===== src/rtl/sha1_pkg.sv =====
// ----------------------------------------------------------------------------
// SHA-1 stream hasher package
// Transaction types, action codes and round constants shared by the hasher.
// ----------------------------------------------------------------------------
package sha1_pkg;

    localparam logic ACT_ABSORB = 1'b0;
    localparam logic ACT_FINISH = 1'b1;

    localparam int unsigned NUM_WORDS  = 5;
    localparam int unsigned NUM_ROUNDS = 80;

    localparam logic [31:0] K_0 = 32'h5A827999;
    localparam logic [31:0] K_1 = 32'h6ED9EBA1;
    localparam logic [31:0] K_2 = 32'h8F1BBCDC;
    localparam logic [31:0] K_3 = 32'hCA62C1D6;

    localparam logic [31:0] IV [NUM_WORDS] = '{
        32'h67452301, 32'hEFCDAB89, 32'h98BADCFE, 32'h10325476, 32'hC3D2E1F0
    };

    localparam logic [7:0] PAD_MARK = 8'h80;

    typedef struct packed {
        logic       action;
        logic [7:0] data_byte;
    } t_in;

    typedef struct packed {
        logic [31:0] digest_word;
        logic [2:0]  word_index;
        logic        last_word;
    } t_out;

endpackage


===== src/rtl/sha1_stream_hasher.sv =====
// ----------------------------------------------------------------------------
// SHA-1 stream hasher
// Absorbs a message one byte per transaction and emits its 160-bit digest.
// ----------------------------------------------------------------------------
// Input channel (i_in_valid / o_in_ready / i_in): each transaction carries an
// action and a byte. Absorb appends the byte; finish pads the message, appends
// the 64-bit bit length and emits the digest on the output channel
// (o_out_valid / i_out_ready / o_out) as five big-endian words, H0 first, the
// fifth flagged last_word. The hasher then starts a new message.
// An absorb that completes a 64-byte block starts a compression: one load,
// 80 rounds on a single round unit, one chaining add; the input side is not
// ready until it ends. A finish writes padding and length one byte per cycle
// up to the end of the block, compresses once or twice, then hands out one
// word per cycle while the receiver takes them. A stalled receiver holds the
// word in the output register and stalls the digest sequence; the input
// side is not ready from a finish until the fifth word is loaded. Reset
// loads the initial chaining values and clears the byte counters; no
// clearing pass is needed.
// ----------------------------------------------------------------------------
module sha1_stream_hasher
    import sha1_pkg::*;
(
    input  logic i_clk,
    input  logic i_rst_n,
    input  logic i_in_valid,
    output logic o_in_ready,
    input  t_in  i_in,
    output logic o_out_valid,
    input  logic i_out_ready,
    output t_out o_out
);

    localparam logic [2:0] ST_IDLE  = 3'd0;
    localparam logic [2:0] ST_PAD   = 3'd1;
    localparam logic [2:0] ST_LEN   = 3'd2;
    localparam logic [2:0] ST_START = 3'd3;
    localparam logic [2:0] ST_COMP  = 3'd4;
    localparam logic [2:0] ST_ADD   = 3'd5;
    localparam logic [2:0] ST_OUT   = 3'd6;

    localparam logic [5:0] LEN_POS    = 6'd56;
    localparam logic [5:0] LAST_POS   = 6'd63;
    localparam logic [6:0] LAST_ROUND = 7'(NUM_ROUNDS - 1);
    localparam logic [2:0] LAST_WORD  = 3'(NUM_WORDS - 1);

    logic [2:0]  r_state, n_state;
    logic [2:0]  r_ret, n_ret;
    logic [5:0]  r_fill, n_fill;
    logic [60:0] r_total, n_total;
    logic [6:0]  r_rnd, n_rnd;
    logic [2:0]  r_widx, n_widx;
    logic        r_ovalid, n_ovalid;
    logic [31:0] r_h [NUM_WORDS];
    logic [31:0] n_h [NUM_WORDS];

    logic [31:0] r_w [16];
    logic [31:0] n_w [16];
    logic [31:0] r_a, r_b, r_c, r_d, r_e;
    logic [31:0] n_a, n_b, n_c, n_d, n_e;
    logic [63:0] r_len, n_len;
    t_out        r_out, n_out;

    logic        wr_en;
    logic [7:0]  wr_byte;
    logic [31:0] f_val, k_val, t_val, w_new;

    assign o_in_ready  = (r_state == ST_IDLE);
    assign o_out_valid = r_ovalid;
    assign o_out       = r_out;

    always_comb begin
        if (r_rnd < 7'd20) begin
            f_val = (r_b & r_c) | (~r_b & r_d);
            k_val = K_0;
        end else if (r_rnd < 7'd40) begin
            f_val = r_b ^ r_c ^ r_d;
            k_val = K_1;
        end else if (r_rnd < 7'd60) begin
            f_val = (r_b & r_c) | (r_b & r_d) | (r_c & r_d);
            k_val = K_2;
        end else begin
            f_val = r_b ^ r_c ^ r_d;
            k_val = K_3;
        end
        t_val = {r_a[26:0], r_a[31:27]} + f_val + r_e + k_val + r_w[0];
        w_new = r_w[13] ^ r_w[8] ^ r_w[2] ^ r_w[0];
        w_new = {w_new[30:0], w_new[31]};
    end

    always_comb begin
        n_state  = r_state;
        n_ret    = r_ret;
        n_fill   = r_fill;
        n_total  = r_total;
        n_rnd    = r_rnd;
        n_widx   = r_widx;
        n_ovalid = r_ovalid;
        n_h      = r_h;
        n_w      = r_w;
        n_a      = r_a;
        n_b      = r_b;
        n_c      = r_c;
        n_d      = r_d;
        n_e      = r_e;
        n_len    = r_len;
        n_out    = r_out;
        wr_en    = 1'b0;
        wr_byte  = 8'h00;

        if (r_ovalid && i_out_ready) begin
            n_ovalid = 1'b0;
        end

        unique case (r_state)
            ST_IDLE: begin
                if (i_in_valid) begin
                    wr_en = 1'b1;
                    if (i_in.action == ACT_ABSORB) begin
                        wr_byte = i_in.data_byte;
                        n_total = r_total + 61'd1;
                        n_ret   = ST_IDLE;
                    end else begin
                        wr_byte = PAD_MARK;
                        n_len   = {r_total, 3'b000};
                        n_ret   = ST_PAD;
                        n_state = ST_PAD;
                    end
                end
            end
            ST_PAD: begin
                if (r_fill == LEN_POS) begin
                    n_state = ST_LEN;
                end else begin
                    wr_en   = 1'b1;
                    wr_byte = 8'h00;
                    n_ret   = ST_PAD;
                end
            end
            ST_LEN: begin
                wr_en   = 1'b1;
                wr_byte = r_len[63:56];
                n_len   = {r_len[55:0], 8'h00};
                n_ret   = ST_OUT;
            end
            ST_START: begin
                n_a   = r_h[0];
                n_b   = r_h[1];
                n_c   = r_h[2];
                n_d   = r_h[3];
                n_e   = r_h[4];
                n_rnd = '0;
                n_state = ST_COMP;
            end
            ST_COMP: begin
                n_a = t_val;
                n_b = r_a;
                n_c = {r_b[1:0], r_b[31:2]};
                n_d = r_c;
                n_e = r_d;
                for (int i = 0; i < 15; i++) begin
                    n_w[i] = r_w[i + 1];
                end
                n_w[15] = w_new;
                n_rnd   = r_rnd + 7'd1;
                if (r_rnd == LAST_ROUND) begin
                    n_state = ST_ADD;
                end
            end
            ST_ADD: begin
                n_h[0]  = r_h[0] + r_a;
                n_h[1]  = r_h[1] + r_b;
                n_h[2]  = r_h[2] + r_c;
                n_h[3]  = r_h[3] + r_d;
                n_h[4]  = r_h[4] + r_e;
                n_state = r_ret;
            end
            ST_OUT: begin
                if (!r_ovalid || i_out_ready) begin
                    n_ovalid          = 1'b1;
                    n_out.digest_word = r_h[r_widx];
                    n_out.word_index  = r_widx;
                    n_out.last_word   = (r_widx == LAST_WORD);
                    if (r_widx == LAST_WORD) begin
                        n_widx  = '0;
                        n_h     = IV;
                        n_fill  = '0;
                        n_total = '0;
                        n_state = ST_IDLE;
                    end else begin
                        n_widx = r_widx + 3'd1;
                    end
                end
            end
            default: begin
                n_state = ST_IDLE;
            end
        endcase

        if (wr_en) begin
            n_w[r_fill[5:2]][{~r_fill[1:0], 3'b000} +: 8] = wr_byte;
            n_fill = r_fill + 6'd1;
            if (r_fill == LAST_POS) begin
                n_state = ST_START;
            end
        end
    end

    always_ff @(posedge i_clk) begin
        if (!i_rst_n) begin
            r_state  <= ST_IDLE;
            r_ret    <= ST_IDLE;
            r_fill   <= '0;
            r_total  <= '0;
            r_rnd    <= '0;
            r_widx   <= '0;
            r_ovalid <= 1'b0;
            r_h      <= IV;
        end else begin
            r_state  <= n_state;
            r_ret    <= n_ret;
            r_fill   <= n_fill;
            r_total  <= n_total;
            r_rnd    <= n_rnd;
            r_widx   <= n_widx;
            r_ovalid <= n_ovalid;
            r_h      <= n_h;
        end
    end

    always_ff @(posedge i_clk) begin
        r_w   <= n_w;
        r_a   <= n_a;
        r_b   <= n_b;
        r_c   <= n_c;
        r_d   <= n_d;
        r_e   <= n_e;
        r_len <= n_len;
        r_out <= n_out;
    end

    a_last_flag: assert property (@(posedge i_clk) disable iff (!i_rst_n)
        o_out_valid |-> (o_out.last_word == (o_out.word_index == LAST_WORD)))
        else $error("last_word does not match word_index");

    a_round_range: assert property (@(posedge i_clk) disable iff (!i_rst_n)
        (r_state == ST_COMP) |-> (r_rnd <= LAST_ROUND))
        else $error("round counter out of range");

    a_len_pos: assert property (@(posedge i_clk) disable iff (!i_rst_n)
        (r_state == ST_LEN) |-> (r_fill[5:3] == 3'b111))
        else $error("length bytes written outside the last eight slots");

    a_finish_busy: assert property (@(posedge i_clk) disable iff (!i_rst_n)
        (i_in_valid && o_in_ready && i_in.action == ACT_FINISH) |=> !o_in_ready)
        else $error("input accepted right after a finish");

    a_word_order: assert property (@(posedge i_clk) disable iff (!i_rst_n)
        (o_out_valid && i_out_ready && !o_out.last_word && $past(i_rst_n)) |=>
        (!o_out_valid || o_out.word_index == $past(o_out.word_index) + 3'd1))
        else $error("digest words out of order");

endmodule

===== config.mk =====
export PLATFORM = sky130hd
export DESIGN_NAME = sha1_stream_hasher
export DESIGN_NICKNAME = d
export VERILOG_FILES = /design/src/rtl/sha1_pkg.sv /design/src/rtl/sha1_stream_hasher.sv
export SDC_FILE = /design/constraint.sdc
export NUM_CORES = 2
export LEC_CHECK = 0
export ABC_AREA = 1
export BUFFER_PORTS_ARGS = -buffer_cell sky130_fd_sc_hd__clkbuf_2
export CAP_MARGIN = 10
export CORE_MARGIN = 2
export CORE_UTILIZATION = 55
export DETAILED_ROUTE_END_ITERATION = 6
export PLACE_DENSITY = 0.71
export SYNTH_ARGS = -nofsm -noshare
export SYNTH_HDL_FRONTEND = slang
export SYNTH_SLANG_ARGS = --single-unit

===== constraint.sdc =====
create_clock -name i_clk -period 21 [get_ports i_clk]
set_input_delay 3.15 -clock i_clk [delete_from_list [all_inputs] [get_ports i_clk]]
set_output_delay 3.15 -clock i_clk [all_outputs]
set_load 0.1 [all_outputs]

# Word level (Yosys, flattened, before mapping)
# Index checks and enable logic that the tools add are counted.
op_classes:
  order_cmp: 6
  eq_ne: 16
  reduce_logical: 19
  n_mul: 0
  n_bitwise: 16
  n_div: 0
  n_addsub: 14
  muxes: 58
  shift: 2
ops:
  columns: ["operator", "n"]
  rows:
  - ["512-bit 2-to-1 mux", 2]
  - ["512-bit bitwise mux", 1]
  - ["160-bit 2-to-1 mux", 2]
  - ["160-bit one-hot mux with 2 select lines", 1]
  - ["32-bit one-hot mux with 2 select lines", 5]
  - ["32-bit adder", 9]
  - ["32-bit 2-to-1 mux", 8]
  - ["61-bit 2-to-1 mux", 4]
  - ["32-bit bitwise XOR", 5]
  - ["32-bit AND", 4]
  - ["32-bit demux with 4-bit select", 1]
  - ["64-bit 2-to-1 mux", 2]
  - ["64-bit one-hot mux with 2 select lines", 1]
  - ["61-bit one-hot mux with 2 select lines", 1]
  - ["32-bit binary-select mux with 3-bit select", 1]
  - ["32-bit OR", 3]
  - ["61-bit by 1-bit adder with 61-bit output, second input constant", 1]
  - ["3-bit 2-to-1 mux", 11]
  - ["32-bit NOT", 1]
  - ["8-bit by 7-bit variable shift with 32-bit output, first input constant", 1]
  - ["8-bit by 7-bit indexed part select with 32-bit output", 1]
  - ["31-bit 2-to-1 mux", 1]
  - ["6-bit 2-to-1 mux", 4]
  - ["3-bit one-hot mux with 7 select lines", 1]
  - ["34 further kinds", 60]
word_totals:
  latchBits: 0
  ram_bits: 0
  ff_bits: 1016
  inputBits: 13
  n_memories: 0
  rom_bits: 0
  word_cells: 168

# Logic depth before layout (Yosys ltp)
logic_depth:
  ltp_word: 11
  ltp_mapped: 27

# Worst setup path after synthesis
# OpenSTA, ideal clock, no wires.
synth_timing:
  path_type: "register to register"
  from: "register r_state[1]"
  to: "register r_rnd[3]"
  slack_ps: 11058
  setup_ps: 140
  t_arrival_ps: 9802
  path_stages_with_launch: 7
  t_required_ps: 20860
  path_buffers: 0
  path_cell_list: "dfxtp_1 nor2_2 inv_1 a21oi_1 inv_1 nand2_1 a221oi_1"
synth_via:
  elab_chain_len: 2
synth_rtl:
  columns: ["item", "line", "rtl"]
  rows:
  - ["start, declared", "sha1_stream_hasher.sv:46", "logic [2:0] r_state, n_state;"]
  - ["start signal, assigned", "sha1_stream_hasher.sv:219", "r_state <= n_state;"]
  - ["3-bit == test or 3-bit by 2-bit == test with 1-bit output (tied branches)", "sha1_stream_hasher.sv:114", "unique case (r_state)"]
  - ["7-bit one-hot mux with 2 select lines or 2-bit nonzero test (tied branches)", null, null]
  - ["end signal, assigned", "sha1_stream_hasher.sv:223", "r_rnd <= n_rnd;"]
  - ["end, declared", "sha1_stream_hasher.sv:50", "logic [6:0] r_rnd, n_rnd;"]
# Parallel ways exist; a longest one is shown, timed or not.
# A chain may end at the register's enable or synchronous reset.

# Worst setup path after layout
layout_timing:
  from: "register r_rnd[4]"
  to: "register r_a[31], data pin"
layout_via:
  elab_chain_len: 9
layout_rtl:
  columns: ["item", "line", "rtl"]
  rows:
  - ["7-bit by 6-bit less-than comparator with 1-bit output", "sha1_stream_hasher.sv:78", "end else if (r_rnd < 7'd60) begin"]
  - ["32-bit 2-to-1 mux", "sha1_stream_hasher.sv:78", null]
  - ["32-bit 2-to-1 mux", "sha1_stream_hasher.sv:75", "end else if (r_rnd < 7'd40) begin"]
  - ["32-bit 2-to-1 mux", "sha1_stream_hasher.sv:72", "if (r_rnd < 7'd20) begin"]
  - ["32-bit adder (2 in a row)", "sha1_stream_hasher.sv:85", "t_val = {r_a[26:0], r_a[31:27]} + f_val + r_e + k_val + r_w[0];"]
  - ["32-bit adder (*) (2 in a row)", "sha1_stream_hasher.sv:85", null]
  - ["32-bit one-hot mux with 2 select lines (*)", "sha1_stream_hasher.sv:114", null]
  - ["named net n_a[31]", "sha1_stream_hasher.sv:59", "logic [31:0] n_a, n_b, n_c, n_d, n_e;"]
  - ["end signal, assigned", "sha1_stream_hasher.sv:232", "r_a <= n_a;"]
  - ["end, declared", "sha1_stream_hasher.sv:58", "logic [31:0] r_a, r_b, r_c, r_d, r_e;"]
# Mark *: on every way through the listed nets, which the timed path passes. The rest lies on a longest branch.

==> out/qor.yml <==
clocking:
  cts_sinks: 1012
  cts_hold_buf: 0
  cts.path.max_buffers: 3
  post_cts_buffers: 0
  clk_pin_slew_worst_paths_ps: 70
  worstSkewPairLatency_ps: 760
  cts_resized: 0
  htreeDepth: 3
  clockRootBuffer: "clkbuf_16"
  cts_buffers: 111
  cts_tree: "built"
placed_design:
  io_buffers: 50
  gp_congestion: 1.02
  dp.final_hpwl_um: 173000
  dp_slack_ps: 15180
  dpl.cell_count: 10399
  dpl_cell_area_um2: 65400
synthesis:
  synth-seq-cells: 1012
  syn_nets: 9452
  netlist_instances: 9113
  yosys_warnings: 0
  synthFlopType: "dfxtp_1"
  avgSynthCellArea_um2: 7.05
  synth_edf_count: 257
  synth-seq-area-share_pct: 35.6
  ys_types: 59
  async_flop_share_pct: 0
  synth_area_um2: 64200
final_layout:
  ff_latch_area_um2: 22800
  syn_to_final_growth_pct: 7.71
  utilization_pct: 59.6
  multi_input_area_um2: 36000
  stdcell_area_um2: 69200
  nets: 9328
  drive_above_1_share_pct: 7.05
  finalNonFillerCells: 10609
  nFillCells: 10908
power:
  p_per_area_nw_per_um2: 77.4
  p_leak_nw: 32.9
  vdd_drop_max_mv: 0.0751
  power_mw: 5.35
timing:
  fmax_mhz: 178
  worst_pin_slew_ps: 1200
  slew_headroom_pct: 19.7
  whs_ps: 470
  clock_skew_ps: 53.8
  tns_ps: 0
  grt_setup_unrepaired: "false"
  finalCritPeriodShare_pct: 26.8
  maxSlewViolCount: 0
  setup_viol: 0
  final_hold_viol_count: 0
  min_period_ps: 5630
  postLayoutSetupSlackWorst_ps: 15370
route:
  drt-pass1-iter-count: 6
  drtIter0Drc: 6947
  route.vias.total: 60033
  drc: 0
  wl_per_cell_um: 21.7
  viasPerCell: 5.66
  ant_nets: 0
  wl_um: 230000
die:
  core_area_um2: 116000
  fp-row-count: 125
  die_w_um: 346
  die_h_um: 346
  floorplan.initialDensity_pct: 55.3
  dieArea_um2: 119000
  ios: 51
worst_setup_path:
  endpoint: "r_a[31]"
  crit_path_start_kind: "register"
  rr_startpoint: "r_rnd[4]"
  worst_setup_path_startpoint: "r_rnd[4]"
  ff2ff_path_depth: 24
  r2r_slack_ps: 15370
  cp_max_fo: 20
  cp_data_required_time_ps: 21510
  critPathCaptureType: "register"
  cp.arrival_ps: 6130
  r2r_end: "r_a[31]"
  crit_type: "register to register"
grt:
  grt_pass1_wl_um: 343000
  grt_util_all_layers_pct: 37.7
  grt_max_degree: 216
  grt_antenna_before_repair: 4
  grt_pass1_vias: 55204
  overflow: 0
run_status:
  outcome: "finished clean"
job:
  cap_violations: 0
worst_hold_path:
  hp-class: "register to register"
-- state kept, by name (all words and copies together) (netlist names) --
name	cells
o_out_valid	1
r_c	32
r_state	3
r_h	160
r_e	32
r_a	32
r_widx	3
r_w	512
o_out	36
r_fill	6
r_ret	2
r_rnd	7
r_len	61
r_d	32
r_b	32
r_total	61
-- critical path, cell delays in order (launching register included) --
cell	delay (ps)
dfxtp_1	470
nand2_1	130
inv_1	80
nand2_1	100
nand3_1	90
buf_4	300
nand2_1	510
inv_2	600
a221oi_1	200
fa_1	610
fa_1	430
inv_1	80
ha_1	170
inv_1	60
fa_1	460
inv_1	120
nand2_1	60
nand3_1	190
nand2_1	80
nand2_1	180
nand2_1	100
nand2_1	100
nand3_1	80
nand3_1	90
nand2_1	60
-- kinds of logic after synthesis --
kind of cell / Yosys count / synth area share (%)
XOR/XNOR: 137 / 1.87
flip-flops: 1012 / 35.6
AO/OA/AOI/OAI: 1120 / 9.76
adder cells (fa/ha/maj): 326 / 7.81
buffers and inverters: 1394 / 8.52
multiplexers: 312 / 5.79
AND/OR/NAND/NOR: 4812 / 30.7
-- worst min-delay path by stage --
stage               slack (ps)  startpoint  endpoint  depth (start not counted)
floorplan                  430   r_widx[2]  o_out[3]                          0
global placement           450    r_ret[0]  r_ret[0]                          2
detailed placement         460    r_ret[1]  r_ret[1]                          2
CTS                        470    r_ret[1]  r_ret[1]                          2
global route               490    r_w[160]  r_w[192]                          2
finish                     470    r_ret[1]  r_ret[1]                          2
-- per-layer routing --
metal,global-route usage [%],share of wire (%)
met5,0,0.0048
met4,20.9,6.0
met3,6.65,9.3
met2,57.4,43
met1,50.7,42
-- placed cells by master, fill, tap and decap left out, drive strengths merged, types with 4 or more instances in the layout --
| master | synthesis | final |
|---|---|---|
| nand2 | 3512 | 3512 |
| inv | 1039 | 1048 |
| dfxtp | 755 | 755 |
| nor2 | 630 | 630 |
| nand3 | 439 | 439 |
| a21oi | 423 | 423 |
| o21ai | 370 | 370 |
| mux2 | 312 | 312 |
| edfxtp | 257 | 257 |
| clkbuf | 227 | 211 |
| ha | 201 | 201 |
| fa | 125 | 125 |
| a31oi | 124 | 124 |
| nand4 | 98 | 98 |
| nor3 | 88 | 88 |
| xnor2 | 87 | 87 |
| o21a | 65 | 65 |
| buf | 122 | 62 |
| xor2 | 50 | 50 |
| clkinv | 6 | 34 |
| o31ai | 33 | 33 |
| o21bai | 29 | 29 |
| o211ai | 24 | 24 |
| and2 | 19 | 19 |
| o22ai | 16 | 16 |
| a211oi | 10 | 10 |
| nand3b | 9 | 9 |
| a21o | 8 | 8 |
| or2 | 7 | 7 |
| a221oi | 6 | 6 |
| bufinv | 0 | 5 |
| and3 | 4 | 4 |
| clkinvlp | 0 | 4 |
-- layout make-up --
class                   count  share of cell area, %
inverters                1045                   5.70
diodes                      2                0.00724
flip-flops and latches   1012                   33.0
well taps                1524                   2.76
repair buffers            112                   1.06
clock inverters            46                  0.740
multi-input cells        6707                   52.0
clock buffers             161                   4.70
-- cells in the mapped netlist (15+ instances only) --
master	instances	area share [%]
clkbuf_1	226	1.3
o21ai_0	369	2.9
nor2_1	590	3.4
buf_1	15	0.088
mux2_4	55	1.3
inv_1	1029	6.0
a31oi_1	124	1.2
o31ai_1	33	0.39
o21bai_1	29	0.34
nand3_1	437	3.4
nor2_8	25	0.78
nand2_1	3497	20
mux2_1	58	1.0
o21a_1	65	0.76
xnor2_1	87	1.2
edfxtp_1	257	12
ha_1	201	3.9
mux2_2	199	3.5
and2_1	19	0.19
nor3_1	80	0.62
xor2_1	50	0.68
dfxtp_1	755	24
fa_1	125	3.9
o211ai_1	24	0.28
a21oi_1	423	3.3
o22ai_1	16	0.16
buf_2	90	0.70
nand4_1	98	0.95
-- report_power, final --
part	switching [mW]	internal, mW
Combinational	0.695	0.397
Sequential	0.110	2.12
Clock	0.887	1.14
No activity file was read; power rests on OpenSTA's default activity.
